`config.mk`:
```
export PLATFORM = sky130hd
export DESIGN_NAME = numeric_type_converter
export DESIGN_NICKNAME = d
export VERILOG_FILES = /design/src/ntc_pkg.sv /design/src/numeric_type_converter.sv
export SDC_FILE = /design/constraint.sdc
export NUM_CORES = 2
export LEC_CHECK = 0
export ABC_AREA = 1
export BUFFER_PORTS_ARGS = -buffer_cell sky130_fd_sc_hd__clkbuf_2
export CAP_MARGIN = 20
export CORE_ASPECT_RATIO = 1.5
export CORE_MARGIN = 8
export CORE_UTILIZATION = 29
export DETAILED_ROUTE_END_ITERATION = 7
export GPL_TIMING_DRIVEN = 0
export SYNTH_ARGS = -nofsm -noshare
export SYNTH_HDL_FRONTEND = slang
export SYNTH_SLANG_ARGS = --single-unit
```
`constraint.sdc`:
```
create_clock -name i_clk -period 20.9 [get_ports i_clk]
set_clock_uncertainty 0.1 [all_clocks]
set_input_delay 2.09 -clock i_clk [delete_from_list [all_inputs] [get_ports i_clk]]
set_output_delay 2.09 -clock i_clk [all_outputs]
set_load 0.05 [all_outputs]
```
`src/ntc_pkg.sv`:
```
// Package for the numeric type converter: word structs, source type codes
// and the internal operation kinds. No dependencies.
`default_nettype none
package ntc_pkg;

    typedef struct packed {
        logic [63:0] raw_bytes;
        logic [3:0]  type_code;
        logic        func;
    } t_in_word;

    typedef struct packed {
        logic [31:0] value_bits;
        logic        invalid;
    } t_out_word;

    typedef enum logic [3:0] {
        TC_I8  = 4'd0,
        TC_U8  = 4'd1,
        TC_I16 = 4'd2,
        TC_U16 = 4'd3,
        TC_I32 = 4'd4,
        TC_U32 = 4'd5,
        TC_F32 = 4'd6,
        TC_F64 = 4'd7
    } t_type_code;

    typedef enum logic [1:0] {
        K_CONST = 2'd0,
        K_FLT   = 2'd1,
        K_INT   = 2'd2
    } t_kind;

    localparam logic [31:0] FP32_INF  = 32'h7F80_0000;
    localparam logic [31:0] FP32_QNAN = 32'h7FC0_0000;
    localparam logic [31:0] I32_MAX   = 32'h7FFF_FFFF;
    localparam logic [31:0] I32_MIN   = 32'h8000_0000;

endpackage
`default_nettype wire

```
`src/numeric_type_converter.sv`:
```
// Numeric type converter: one input word in, one fp32 or int32 word out.
// One word is accepted every cycle; the pipeline holds while the output is stalled.
// The five stages are decode, leading-zero count, normalize, align and round or clamp.
// Synchronous active-low reset clears the stage valid bits; data is not reset.
// Depends on ntc_pkg.
`default_nettype none
module numeric_type_converter (
    input  wire                 i_clk,
    input  wire                 i_rst_n,
    input  wire                 i_in_valid,
    output logic                o_in_stall,
    input  ntc_pkg::t_in_word   i_in,
    output logic                o_out_valid,
    input  wire                 i_out_stall,
    output ntc_pkg::t_out_word  o_out
);

    logic en;

    // Stage 1: decode.
    logic                r_v1;
    ntc_pkg::t_kind      r_kind1, n_kind1;
    logic [31:0]         r_cval1, n_cval1;
    logic                r_cinv1, n_cinv1;
    logic                r_sign1, n_sign1;
    logic [63:0]         r_sig1, n_sig1;
    logic signed [11:0]  r_ex1, n_ex1;

    // Stage 2: leading zeros.
    logic                r_v2;
    ntc_pkg::t_kind      r_kind2;
    logic [31:0]         r_cval2;
    logic                r_cinv2;
    logic                r_sign2;
    logic [63:0]         r_sig2;
    logic signed [11:0]  r_ex2;
    logic [5:0]          r_lz2, n_lz2;

    // Stage 3: normalize.
    logic                r_v3;
    ntc_pkg::t_kind      r_kind3;
    logic [31:0]         r_cval3;
    logic                r_cinv3;
    logic                r_sign3;
    logic [63:0]         r_n3;
    logic signed [11:0]  r_be3;

    // Stage 4: align.
    logic                r_v4;
    ntc_pkg::t_kind      r_kind4;
    logic [31:0]         r_cval4;
    logic                r_cinv4;
    logic                r_sign4;
    logic [63:0]         r_m4, n_m4;
    logic                r_st4, n_st4;
    logic signed [11:0]  r_q4, n_q4;
    logic                r_ovf4, n_ovf4;
    logic [31:0]         r_mag4, n_mag4;
    logic                r_big4, n_big4;

    // Stage 5: output register.
    logic                r_v5;
    ntc_pkg::t_out_word  r_out5, n_out5;

    assign en          = !(r_v5 && i_out_stall);
    assign o_in_stall  = r_v5 && i_out_stall;
    assign o_out_valid = r_v5;
    assign o_out       = r_out5;

    always_comb begin
        logic [31:0] lo, ibits, mag;
        logic        neg;
        logic [7:0]  e8;
        logic [10:0] e11;
        logic [3:0]  code;
        code    = i_in.type_code;
        lo      = i_in.raw_bytes[31:0];
        n_kind1 = ntc_pkg::K_CONST;
        n_cval1 = 32'd0;
        n_cinv1 = 1'b0;
        n_sign1 = 1'b0;
        n_sig1  = 64'd0;
        n_ex1   = 12'sd0;
        ibits   = lo;
        mag     = 32'd0;
        neg     = 1'b0;
        e8      = lo[30:23];
        e11     = i_in.raw_bytes[62:52];
        case (code)
            ntc_pkg::TC_I8, ntc_pkg::TC_U8, ntc_pkg::TC_I16, ntc_pkg::TC_U16,
            ntc_pkg::TC_I32, ntc_pkg::TC_U32: begin
                case (code)
                    ntc_pkg::TC_I8:  ibits = {{24{lo[7]}}, lo[7:0]};
                    ntc_pkg::TC_U8:  ibits = {24'd0, lo[7:0]};
                    ntc_pkg::TC_I16: ibits = {{16{lo[15]}}, lo[15:0]};
                    ntc_pkg::TC_U16: ibits = {16'd0, lo[15:0]};
                    default:         ibits = lo;
                endcase
                if (i_in.func) begin
                    n_cval1 = ibits;
                end else begin
                    neg = (code != ntc_pkg::TC_U32) && ibits[31];
                    mag = neg ? (32'd0 - ibits) : ibits;
                    if (mag != 32'd0) begin
                        n_kind1 = ntc_pkg::K_FLT;
                        n_sign1 = neg;
                        n_sig1  = {32'd0, mag};
                    end
                end
            end
            ntc_pkg::TC_F32: begin
                if (!i_in.func) begin
                    n_cval1 = lo;
                end else if (e8 == 8'hFF) begin
                    n_cinv1 = 1'b1;
                    if (lo[22:0] != 23'd0) n_cval1 = 32'd0;
                    else n_cval1 = lo[31] ? ntc_pkg::I32_MIN : ntc_pkg::I32_MAX;
                end else if (e8 == 8'd0) begin
                    n_sign1 = lo[31];
                    n_sig1  = {41'd0, lo[22:0]};
                    n_ex1   = -12'sd149;
                    if (lo[22:0] != 23'd0) n_kind1 = ntc_pkg::K_INT;
                end else begin
                    n_kind1 = ntc_pkg::K_INT;
                    n_sign1 = lo[31];
                    n_sig1  = {40'd0, 1'b1, lo[22:0]};
                    n_ex1   = $signed({4'd0, e8}) - 12'sd150;
                end
            end
            ntc_pkg::TC_F64: begin
                n_sign1 = i_in.raw_bytes[63];
                if (e11 == 11'h7FF) begin
                    if (i_in.func) begin
                        n_cinv1 = 1'b1;
                        if (i_in.raw_bytes[51:0] != 52'd0) n_cval1 = 32'd0;
                        else n_cval1 = i_in.raw_bytes[63] ? ntc_pkg::I32_MIN
                                                          : ntc_pkg::I32_MAX;
                    end else if (i_in.raw_bytes[51:0] == 52'd0) begin
                        n_cval1 = {i_in.raw_bytes[63], 31'd0} | ntc_pkg::FP32_INF;
                    end else begin
                        n_cval1 = {i_in.raw_bytes[63], 31'd0} | ntc_pkg::FP32_QNAN
                                  | {10'd0, i_in.raw_bytes[51:30]};
                    end
                end else begin
                    if (e11 == 11'd0) begin
                        n_sig1 = {12'd0, i_in.raw_bytes[51:0]};
                        n_ex1  = -12'sd1074;
                    end else begin
                        n_sig1 = {11'd0, 1'b1, i_in.raw_bytes[51:0]};
                        n_ex1  = $signed({1'b0, e11}) - 12'sd1075;
                    end
                    if (n_sig1 == 64'd0) begin
                        n_cval1 = i_in.func ? 32'd0 : {i_in.raw_bytes[63], 31'd0};
                    end else begin
                        n_kind1 = i_in.func ? ntc_pkg::K_INT : ntc_pkg::K_FLT;
                    end
                end
            end
            default: begin
                n_cval1 = 32'd0;
            end
        endcase
    end

    always_comb begin
        n_lz2 = 6'd0;
        for (int i = 0; i < 64; i++) begin
            if (r_sig1[i]) n_lz2 = 6'(63 - i);
        end
    end

    always_comb begin
        logic signed [11:0] shraw;
        logic [4:0]         sh;
        shraw  = -12'sd126 - r_be3;
        sh     = 5'd0;
        n_q4   = r_be3 - 12'sd23;
        if (r_be3 < -12'sd126) begin
            n_q4 = -12'sd149;
            sh   = (shraw > 12'sd26) ? 5'd26 : shraw[4:0];
        end
        n_m4   = r_n3 >> sh;
        n_st4  = |(r_n3 & ~({64{1'b1}} << sh));
        n_ovf4 = r_be3 > 12'sd127;
        n_big4 = r_be3 >= 12'sd32;
        n_mag4 = 32'd0;
        if (!n_big4 && r_be3 >= 12'sd0) begin
            n_mag4 = 32'(r_n3 >> (6'd63 - r_be3[5:0]));
        end
    end

    always_comb begin
        logic [23:0]        kept;
        logic               inc;
        logic [24:0]        m25;
        logic [23:0]        mm;
        logic signed [11:0] q2, exf;
        kept = r_m4[63:40];
        inc  = r_m4[39] && ((|r_m4[38:0]) || r_st4 || kept[0]);
        m25  = {1'b0, kept} + 25'(inc);
        q2   = m25[24] ? (r_q4 + 12'sd1) : r_q4;
        mm   = m25[24] ? m25[24:1] : m25[23:0];
        exf  = q2 + 12'sd150;
        n_out5.value_bits = r_cval4;
        n_out5.invalid    = r_cinv4;
        case (r_kind4)
            ntc_pkg::K_FLT: begin
                n_out5.invalid = 1'b0;
                if (r_ovf4 || (mm[23] && exf >= 12'sd255)) begin
                    n_out5.value_bits = {r_sign4, 31'd0} | ntc_pkg::FP32_INF;
                end else if (!mm[23]) begin
                    n_out5.value_bits = {r_sign4, 8'd0, mm[22:0]};
                end else begin
                    n_out5.value_bits = {r_sign4, exf[7:0], mm[22:0]};
                end
            end
            ntc_pkg::K_INT: begin
                n_out5.invalid = 1'b0;
                if (r_sign4) begin
                    if (r_big4 || r_mag4 > ntc_pkg::I32_MIN) begin
                        n_out5.value_bits = ntc_pkg::I32_MIN;
                        n_out5.invalid    = 1'b1;
                    end else begin
                        n_out5.value_bits = 32'd0 - r_mag4;
                    end
                end else if (r_big4 || r_mag4 > ntc_pkg::I32_MAX) begin
                    n_out5.value_bits = ntc_pkg::I32_MAX;
                    n_out5.invalid    = 1'b1;
                end else begin
                    n_out5.value_bits = r_mag4;
                end
            end
            default: begin
                n_out5.value_bits = r_cval4;
            end
        endcase
    end

    always_ff @(posedge i_clk) begin
        if (!i_rst_n) begin
            r_v1 <= 1'b0;
            r_v2 <= 1'b0;
            r_v3 <= 1'b0;
            r_v4 <= 1'b0;
            r_v5 <= 1'b0;
        end else if (en) begin
            r_v1 <= i_in_valid;
            r_v2 <= r_v1;
            r_v3 <= r_v2;
            r_v4 <= r_v3;
            r_v5 <= r_v4;
        end
    end

    always_ff @(posedge i_clk) begin
        if (en) begin
            r_kind1 <= n_kind1;
            r_cval1 <= n_cval1;
            r_cinv1 <= n_cinv1;
            r_sign1 <= n_sign1;
            r_sig1  <= n_sig1;
            r_ex1   <= n_ex1;

            r_kind2 <= r_kind1;
            r_cval2 <= r_cval1;
            r_cinv2 <= r_cinv1;
            r_sign2 <= r_sign1;
            r_sig2  <= r_sig1;
            r_ex2   <= r_ex1;
            r_lz2   <= n_lz2;

            r_kind3 <= r_kind2;
            r_cval3 <= r_cval2;
            r_cinv3 <= r_cinv2;
            r_sign3 <= r_sign2;
            r_n3    <= r_sig2 << r_lz2;
            r_be3   <= 12'sd63 - $signed({6'd0, r_lz2}) + r_ex2;

            r_kind4 <= r_kind3;
            r_cval4 <= r_cval3;
            r_cinv4 <= r_cinv3;
            r_sign4 <= r_sign3;
            r_m4    <= n_m4;
            r_st4   <= n_st4;
            r_q4    <= n_q4;
            r_ovf4  <= n_ovf4;
            r_mag4  <= n_mag4;
            r_big4  <= n_big4;

            r_out5  <= n_out5;
        end
    end

endmodule
`default_nettype wire

```
### Yosys cells after proc, flatten, opt, wreduce, memory -nomap -nowiden

Cells that the tools add are included.

* $add $sub $neg: 12
* $lt $le $gt $ge: 8
* eq/ne operators: 12
* shifts and indexed selects: 4
* muxes and demuxes: 128
* bitwise gates (word level): 3
* reduce and logical (&&, ||, !) cells: 27

Operators by type and width (number)
* 32-bit 2-to-1 mux: 18
* 6-bit 2-to-1 mux: 32
* 64-bit 2-to-1 mux: 3
* 64-bit one-hot mux with 3 select lines: 1
* 32-bit one-hot mux with 4 select lines: 1
* 24-bit 2-to-1 mux: 4
* 32-bit one-hot mux with 3 select lines: 1
* 5-bit 2-to-1 mux: 18
* 12-bit 2-to-1 mux: 6
* 64-bit AND: 1
* 64-bit logical NOT: 1
* 64-bit inverter: 1
* 32-bit one-hot mux with 2 select lines: 1
* 64-bit OR reduction: 1
* 64-bit by 5-bit << shifter with 64-bit output, first input constant: 1
* 64-bit by 6-bit << shifter with 64-bit output: 1
* 64-bit by 5-bit right shift with 64-bit output: 1
* 64-bit by 6-bit right shift with 32-bit output: 1
* 1-bit by 32-bit subtractor with 32-bit output, first input constant: 2
* 31-bit 2-to-1 mux: 2
* 53-bit 2-to-1 mux: 1
* 52-bit logical NOT: 1
* 52-bit nonzero test: 1
* 39-bit OR reduction: 1
* other kinds (50): 93

* register bits after elaboration: 527
* input port bits: 73
* output and inout bits: 35
* word-level logic and storage cells: 235

### Logic depth before layout (Yosys ltp)

* depth after elaboration: 63
* depth in mapped cells: 53
* mapped depth without buffers: 53

### Worst setup path before layout

No wires, ideal clock.

* path kind: input port to output port
* from: input i_out_stall
* to: output o_in_stall
* arrival: 16.642 ns
* data required time: 18.710 ns
* slack: 2.068 ns
* stages on the path: 2
* buffers on the path: 0
* cells stage by stage: nand2_1 inv_1

* word-level cells in the longest chain between the ends: 1

RTL lines
* start, declared: RTL line numeric_type_converter.sv:14 `input wire i_out_stall,`
* 1-bit logical AND: RTL line numeric_type_converter.sv:66 `assign o_in_stall = r_v5 && i_out_stall;`
* end, declared: RTL line numeric_type_converter.sv:11 `output logic o_in_stall,`

Every way passes these cells.

### Final worst setup path

* from: register r_be3[1]
* to: register r_m4[42] (data pin)

* word-level cells in the longest chain between the ends: 5
* elaborated cells on any way between the ends: 6
* classes of those cells: add/sub: 1; order compare: 2; shift: 1; mux: 2

RTL lines
* start, declared: RTL line numeric_type_converter.sv:46 `logic signed [11:0] r_be3;`
* start signal, assigned: RTL line numeric_type_converter.sv:277 `r_be3 <= 12'sd63 - $signed({6'd0, r_lz2}) + r_ex2;`
* 8-bit by 12-bit subtractor with 12-bit output: RTL line numeric_type_converter.sv:175 `shraw = -12'sd126 - r_be3;`
* 12-bit by 6-bit greater-than comparator with 1-bit output: RTL line numeric_type_converter.sv:180 `sh = (shraw > 12'sd26) ? 5'd26 : shraw[4:0];`
* 5-bit 2-to-1 mux: RTL line numeric_type_converter.sv:180
* 5-bit 2-to-1 mux (*): RTL line numeric_type_converter.sv:178 `if (r_be3 < -12'sd126) begin`
* 64-bit by 5-bit right shift with 64-bit output (*): RTL line numeric_type_converter.sv:182 `n_m4 = r_n3 >> sh;`
* via n_m4[42]: RTL line numeric_type_converter.sv:54 `logic [63:0] r_m4, n_m4;`
* end signal, assigned: RTL line numeric_type_converter.sv:283 `r_m4 <= n_m4;`
* end, declared: RTL line numeric_type_converter.sv:54

The timed path passes the listed nets; every way through them passes the cells marked *.
A chain may end at the register's enable or synchronous reset.

==> out/qor.csv <==
stage;metric;value;unit
setup_path;launching element of the worst setup path;r_be3[1];
global_route;total gr overflow;0;
power_and_ir_drop;cell leakage power;0.0157;µW
hold_path;classification of the worst-slack hold path;reg -> reg;
clock_network;number of sinks on the clock net;505;
route;DRC;0;
setup_path;WS Path Type;reg -> reg;
setup_path;worst reg-to-reg setup slack;14.04;ns
global_route;initial antenna violation count;0;
clock_network;number of CTS-inserted buffers;52;
power_and_ir_drop;power share of the sequential group;0.302;
timing;count of final hold-check violations;0;
setup_path;type of origin of the critical path;flip-flop;
route;drt first-iter violations;2407;
synthesis;flop and latch count out of synthesis;505;
setup_path;largest delay contributor family on the critical path;compound AO/OA/AOI/OAI gates;
finish;Fillers;11800;
route;wire per inst;23.0;µm
power_and_ir_drop;highest ir drop seen on vdd;0.0540;mV
setup_path;Crit Reg-Reg Startpoint;r_be3[1];
run;maxcap violations;0;
clock_network;CTS HTree Levels;2;
setup_path;cells on worst reg2reg path;17;
power_and_ir_drop;switching fraction of total power;0.488;
die;full die area;0.124;mm²
power_and_ir_drop;internal power contribution;2690;µW
global_route;Total GRT Usage;0.202;
power_and_ir_drop;total power density per cell area;142;mW/mm²
synthesis;Syn Nets;4090;
route;wirelength, routed;130000;µm
finish;non-filler instance count after layout;5661;
clock_network;number of gates given a new drive strength after cts;0;
timing;final worst hold slack;0.296;ns
power_and_ir_drop;Switching Power;2560;µW
die;starting utilization of the core area;0.291;
die;floorplan row count;151;
outcome;run status;finished, final reports clean;
clock_network;Root Buffer Master;sky130_fd_sc_hd__clkbuf_16;
die;area of the core;0.112;mm²
setup_path;required arrival time at the worst endpoint;21.14;ns
power_and_ir_drop;part of the total power dissipated in combinational logic;0.511;
hold_path;launch instance of the worst min-delay path;r_cval3[28];
timing;transition time at the pin with the least slew margin;0.982;ns
route;number of vias per cell;5.26;
placed_design;pre-CTS setup slack;13.78;ns
setup_path;chain of cells forming the critical path;clkbuf_1 > inv_2 > buf_1 > clkbuf_1 > ha_1 > nor2_1 > nor2_1 > nor3_1 > o41ai_2 > nand2_1 > clkbuf_1 > o21ai_0 > nand2_1 > o21ai_0 > mux2i_1 > mux2i_1 > o22ai_1;
setup_path;buffering stage count on the worst path with inverters included;5;
placed_design;PortBufs;107;
clock_network;number of hold-repair buffers added at the cts stage;0;
finish;share of cells above drive strength 1;0.0694;
timing;final worst-path cycle share;0.328;
finish;multi-input gate area in the final layout;0.0151;mm²
power_and_ir_drop;clock share of power;0.187;
route;via count of the routed design;29800;
timing;Slew headroom;0.339;
die;ports placed on the boundary;108;
synthesis;sequential area share after synthesis;0.462;
clock_network;CTS tree;built;
die;Chip Width;290;µm
synthesis;top post-synthesis cells by count;sky130_fd_sc_hd__nand2_1 (935), sky130_fd_sc_hd__o21ai_0 (556), sky130_fd_sc_hd__edfxtp_1 (500);
setup_path;end point of the critical path;r_m4[42];
finish;final net count;4259;
placed_design;Inst Count DP;5562;
placed_design;GPL Wtd Cong;1.01;
timing;setup ws final;14.04;ns
setup_path;nature of the critical path endpoint;flip-flop;
clock_network;Post CTS Setup Buffer Count;0;
die;Die Span Y;427;µm
timing;Setup violations, final;0;
setup_path;Slowest cell on crit path;sky130_fd_sc_hd__o41ai_2;
setup_path;highest net fanout along the worst path;11;
synthesis;library cell with the highest instance count after synthesis;sky130_fd_sc_hd__nand2_1;
synthesis;Avg Synthesized Cell Area;8.18;µm²
placed_design;post-DP HPWL;108000;µm
synthesis;post-synthesis cell type with the largest combined area;sky130_fd_sc_hd__edfxtp_1;
finish;area growth from synthesis to layout;13.5;%
setup_path;number of gates on the worst path with buffers counted;17;
global_route;via count of the first global-routing pass;29500;
clock_network;clock network latency to the later pin of the worst-skew pair;0.65;ns
synthesis;share of the synthesized area in the top cell type;0.459;
synthesis;Primary FF master, synth;sky130_fd_sc_hd__edfxtp_1;
finish;sequential cell area;0.0151;mm²
route;drt first pass iters;6;
global_route;maximum number of pins on one net before global-route repair;77;
synthesis;synth top area cells;sky130_fd_sc_hd__edfxtp_1 (46%), sky130_fd_sc_hd__nand2_1 (11%), sky130_fd_sc_hd__o21ai_0 (8.5%);
synthesis;number of distinct library cells after synthesis;67;
timing;final number of max-transition violations;0;
setup_path;cell mode on critical path;sky130_fd_sc_hd__clkbuf_1;
synthesis;Gate Count Post-Synth;3995;
timing;highest clock rate;0.146;GHz
route;number of nets with antenna violations after routing;0;
setup_path;Reg2Reg Capture Point;r_m4[42];
setup_path;maximum single-stage delay on the critical path;0.78;ns
timing;post-route minimum period;6.86;ns
synthesis;Mapped Area;0.0327;mm²
global_route;first-pass GRT wire length;189000;µm
clock_network;clock transition at the registers of the reported paths;0.07;ns
clock_network;CTS max path bufs;3;
synthesis;number of flops mapped to enable cells by yosys;500;
setup_path;data arrival time at the worst-slack endpoint;7.11;ns
synthesis;proportion of synthesized flip-flops having asynchronous set or reset;0;
synthesis;count of synthesis-stage warnings from yosys;0;
timing;unrepaired setup endpoints after global routing;false;
area by class of cell:
class / instances / area share
multi-input cells: 2826 / 0.406
inverters: 439 / 0.0444
diodes: 1 / 0.0000675
clock buffers: 55 / 0.0354
well taps: 1453 / 0.0490
clock inverters: 42 / 0.0141
repair buffers: 115 / 0.0198
plain buffers: 225 / 0.0236
flip-flops and latches: 505 / 0.408
kinds of logic (layout without fill, tap and decap cells):
logic type / after synthesis / after routing / synth area share
and+or+nand+nor: 1595 / 1595 / 0.209
AOI/OAI and AO/OA: 942 / 942 / 0.165
buffers and inverters: 664 / 876 / 0.0772
DFF: 505 / 505 / 0.462
muxes: 168 / 168 / 0.0514
xor gates and xnor gates: 99 / 99 / 0.0265
adders and majority gates: 22 / 22 / 0.00865
other: 0 / 1 / 0
through the flow:
stage	setup TNS [ns]	power, µW	instance area (µm²)	util
floorplan	0	3210	32700	-
global placement	-0.518	4220	35000	0.312
detailed placement	0	4220	35200	0.314
CTS	0	5210	37100	0.330
global route	0	5520	37100	0.330
finish	0	5250	37100	0.330
sequential cells by signal, summed over array words and instances, names as in the netlist, 33 cells and up:
signal / count
r_sig1: 53
r_n3: 64
r_m4: 64
o_out: 33
r_sig2: 53
power by group through the flow:
stage / Combinational [µW] / Sequential [µW] / Clock (µW)
after floorplan: 1640 / 1580 / 0
after global placement: 2610 / 1610 / 0
after detailed placement: 2610 / 1610 / 0
after CTS: 2620 / 1590 / 1010
after global routing: 2870 / 1600 / 1040
final: 2680 / 1590 / 982
layout by cell type, fill, tap and decap left out, types with 35 or more instances in the layout:
| cell type | Yosys | routed |
|---|---|---|
| sky130_fd_sc_hd__nand2_1 | 935 | 934 |
| sky130_fd_sc_hd__o21ai_0 | 556 | 556 |
| sky130_fd_sc_hd__edfxtp_1 | 500 | 500 |
| sky130_fd_sc_hd__inv_1 | 417 | 417 |
| sky130_fd_sc_hd__nor2_1 | 296 | 296 |
| sky130_fd_sc_hd__nand3_1 | 171 | 171 |
| sky130_fd_sc_hd__clkbuf_1 | 166 | 169 |
| sky130_fd_sc_hd__mux2i_1 | 168 | 168 |
| sky130_fd_sc_hd__clkbuf_2 | 0 | 107 |
| sky130_fd_sc_hd__a21oi_1 | 99 | 99 |
| sky130_fd_sc_hd__xor2_1 | 73 | 73 |
| sky130_fd_sc_hd__o211ai_1 | 68 | 68 |
| sky130_fd_sc_hd__o22ai_1 | 58 | 58 |
| sky130_fd_sc_hd__clkbuf_16 | 0 | 52 |
| sky130_fd_sc_hd__buf_1 | 50 | 50 |
| sky130_fd_sc_hd__nor3_1 | 50 | 50 |
| sky130_fd_sc_hd__a31oi_1 | 49 | 49 |
| sky130_fd_sc_hd__nand4_1 | 46 | 46 |
| sky130_fd_sc_hd__nor4_1 | 35 | 35 |
layer usage:
metal | track usage | up-vias | part of all wire
met5 | 0 | - | 0
met4 | 0.151 | 0 | 0.088
met3 | 0.0235 | 412 | 0.045
met2 | 0.382 | 1182 | 0.52
met1 | 0.202 | 14000 | 0.35
li1 | - | 14200 | -
worst min path at each step:
stage | endpoint | cells after the start | slack (ns)
floorplan | r_cinv2 | 0 | 0.30
global route | r_cval4[3] | 0 | 0.31
global placement | r_cval2[10] | 0 | 0.30
CTS | r_kind4[1] | 0 | 0.31
finish | r_cval4[28] | 0 | 0.30
detailed placement | r_cval2[7] | 0 | 0.30
worst register-to-register path, stage by stage, from the launching register on:
cell	delay [ns]
sky130_fd_sc_hd__edfxtp_1	0.42
sky130_fd_sc_hd__clkbuf_1	0.23
sky130_fd_sc_hd__inv_2	0.21
sky130_fd_sc_hd__buf_1	0.52
sky130_fd_sc_hd__clkbuf_1	0.45
sky130_fd_sc_hd__ha_1	0.40
sky130_fd_sc_hd__nor2_1	0.10
sky130_fd_sc_hd__nor2_1	0.12
sky130_fd_sc_hd__nor3_1	0.09
sky130_fd_sc_hd__o41ai_2	0.78
sky130_fd_sc_hd__nand2_1	0.46
sky130_fd_sc_hd__clkbuf_1	0.32
sky130_fd_sc_hd__o21ai_0	0.70
sky130_fd_sc_hd__nand2_1	0.09
sky130_fd_sc_hd__o21ai_0	0.28
sky130_fd_sc_hd__mux2i_1	0.42
sky130_fd_sc_hd__mux2i_1	0.66
sky130_fd_sc_hd__o22ai_1	0.22
Power figures use the tool's default switching activity.
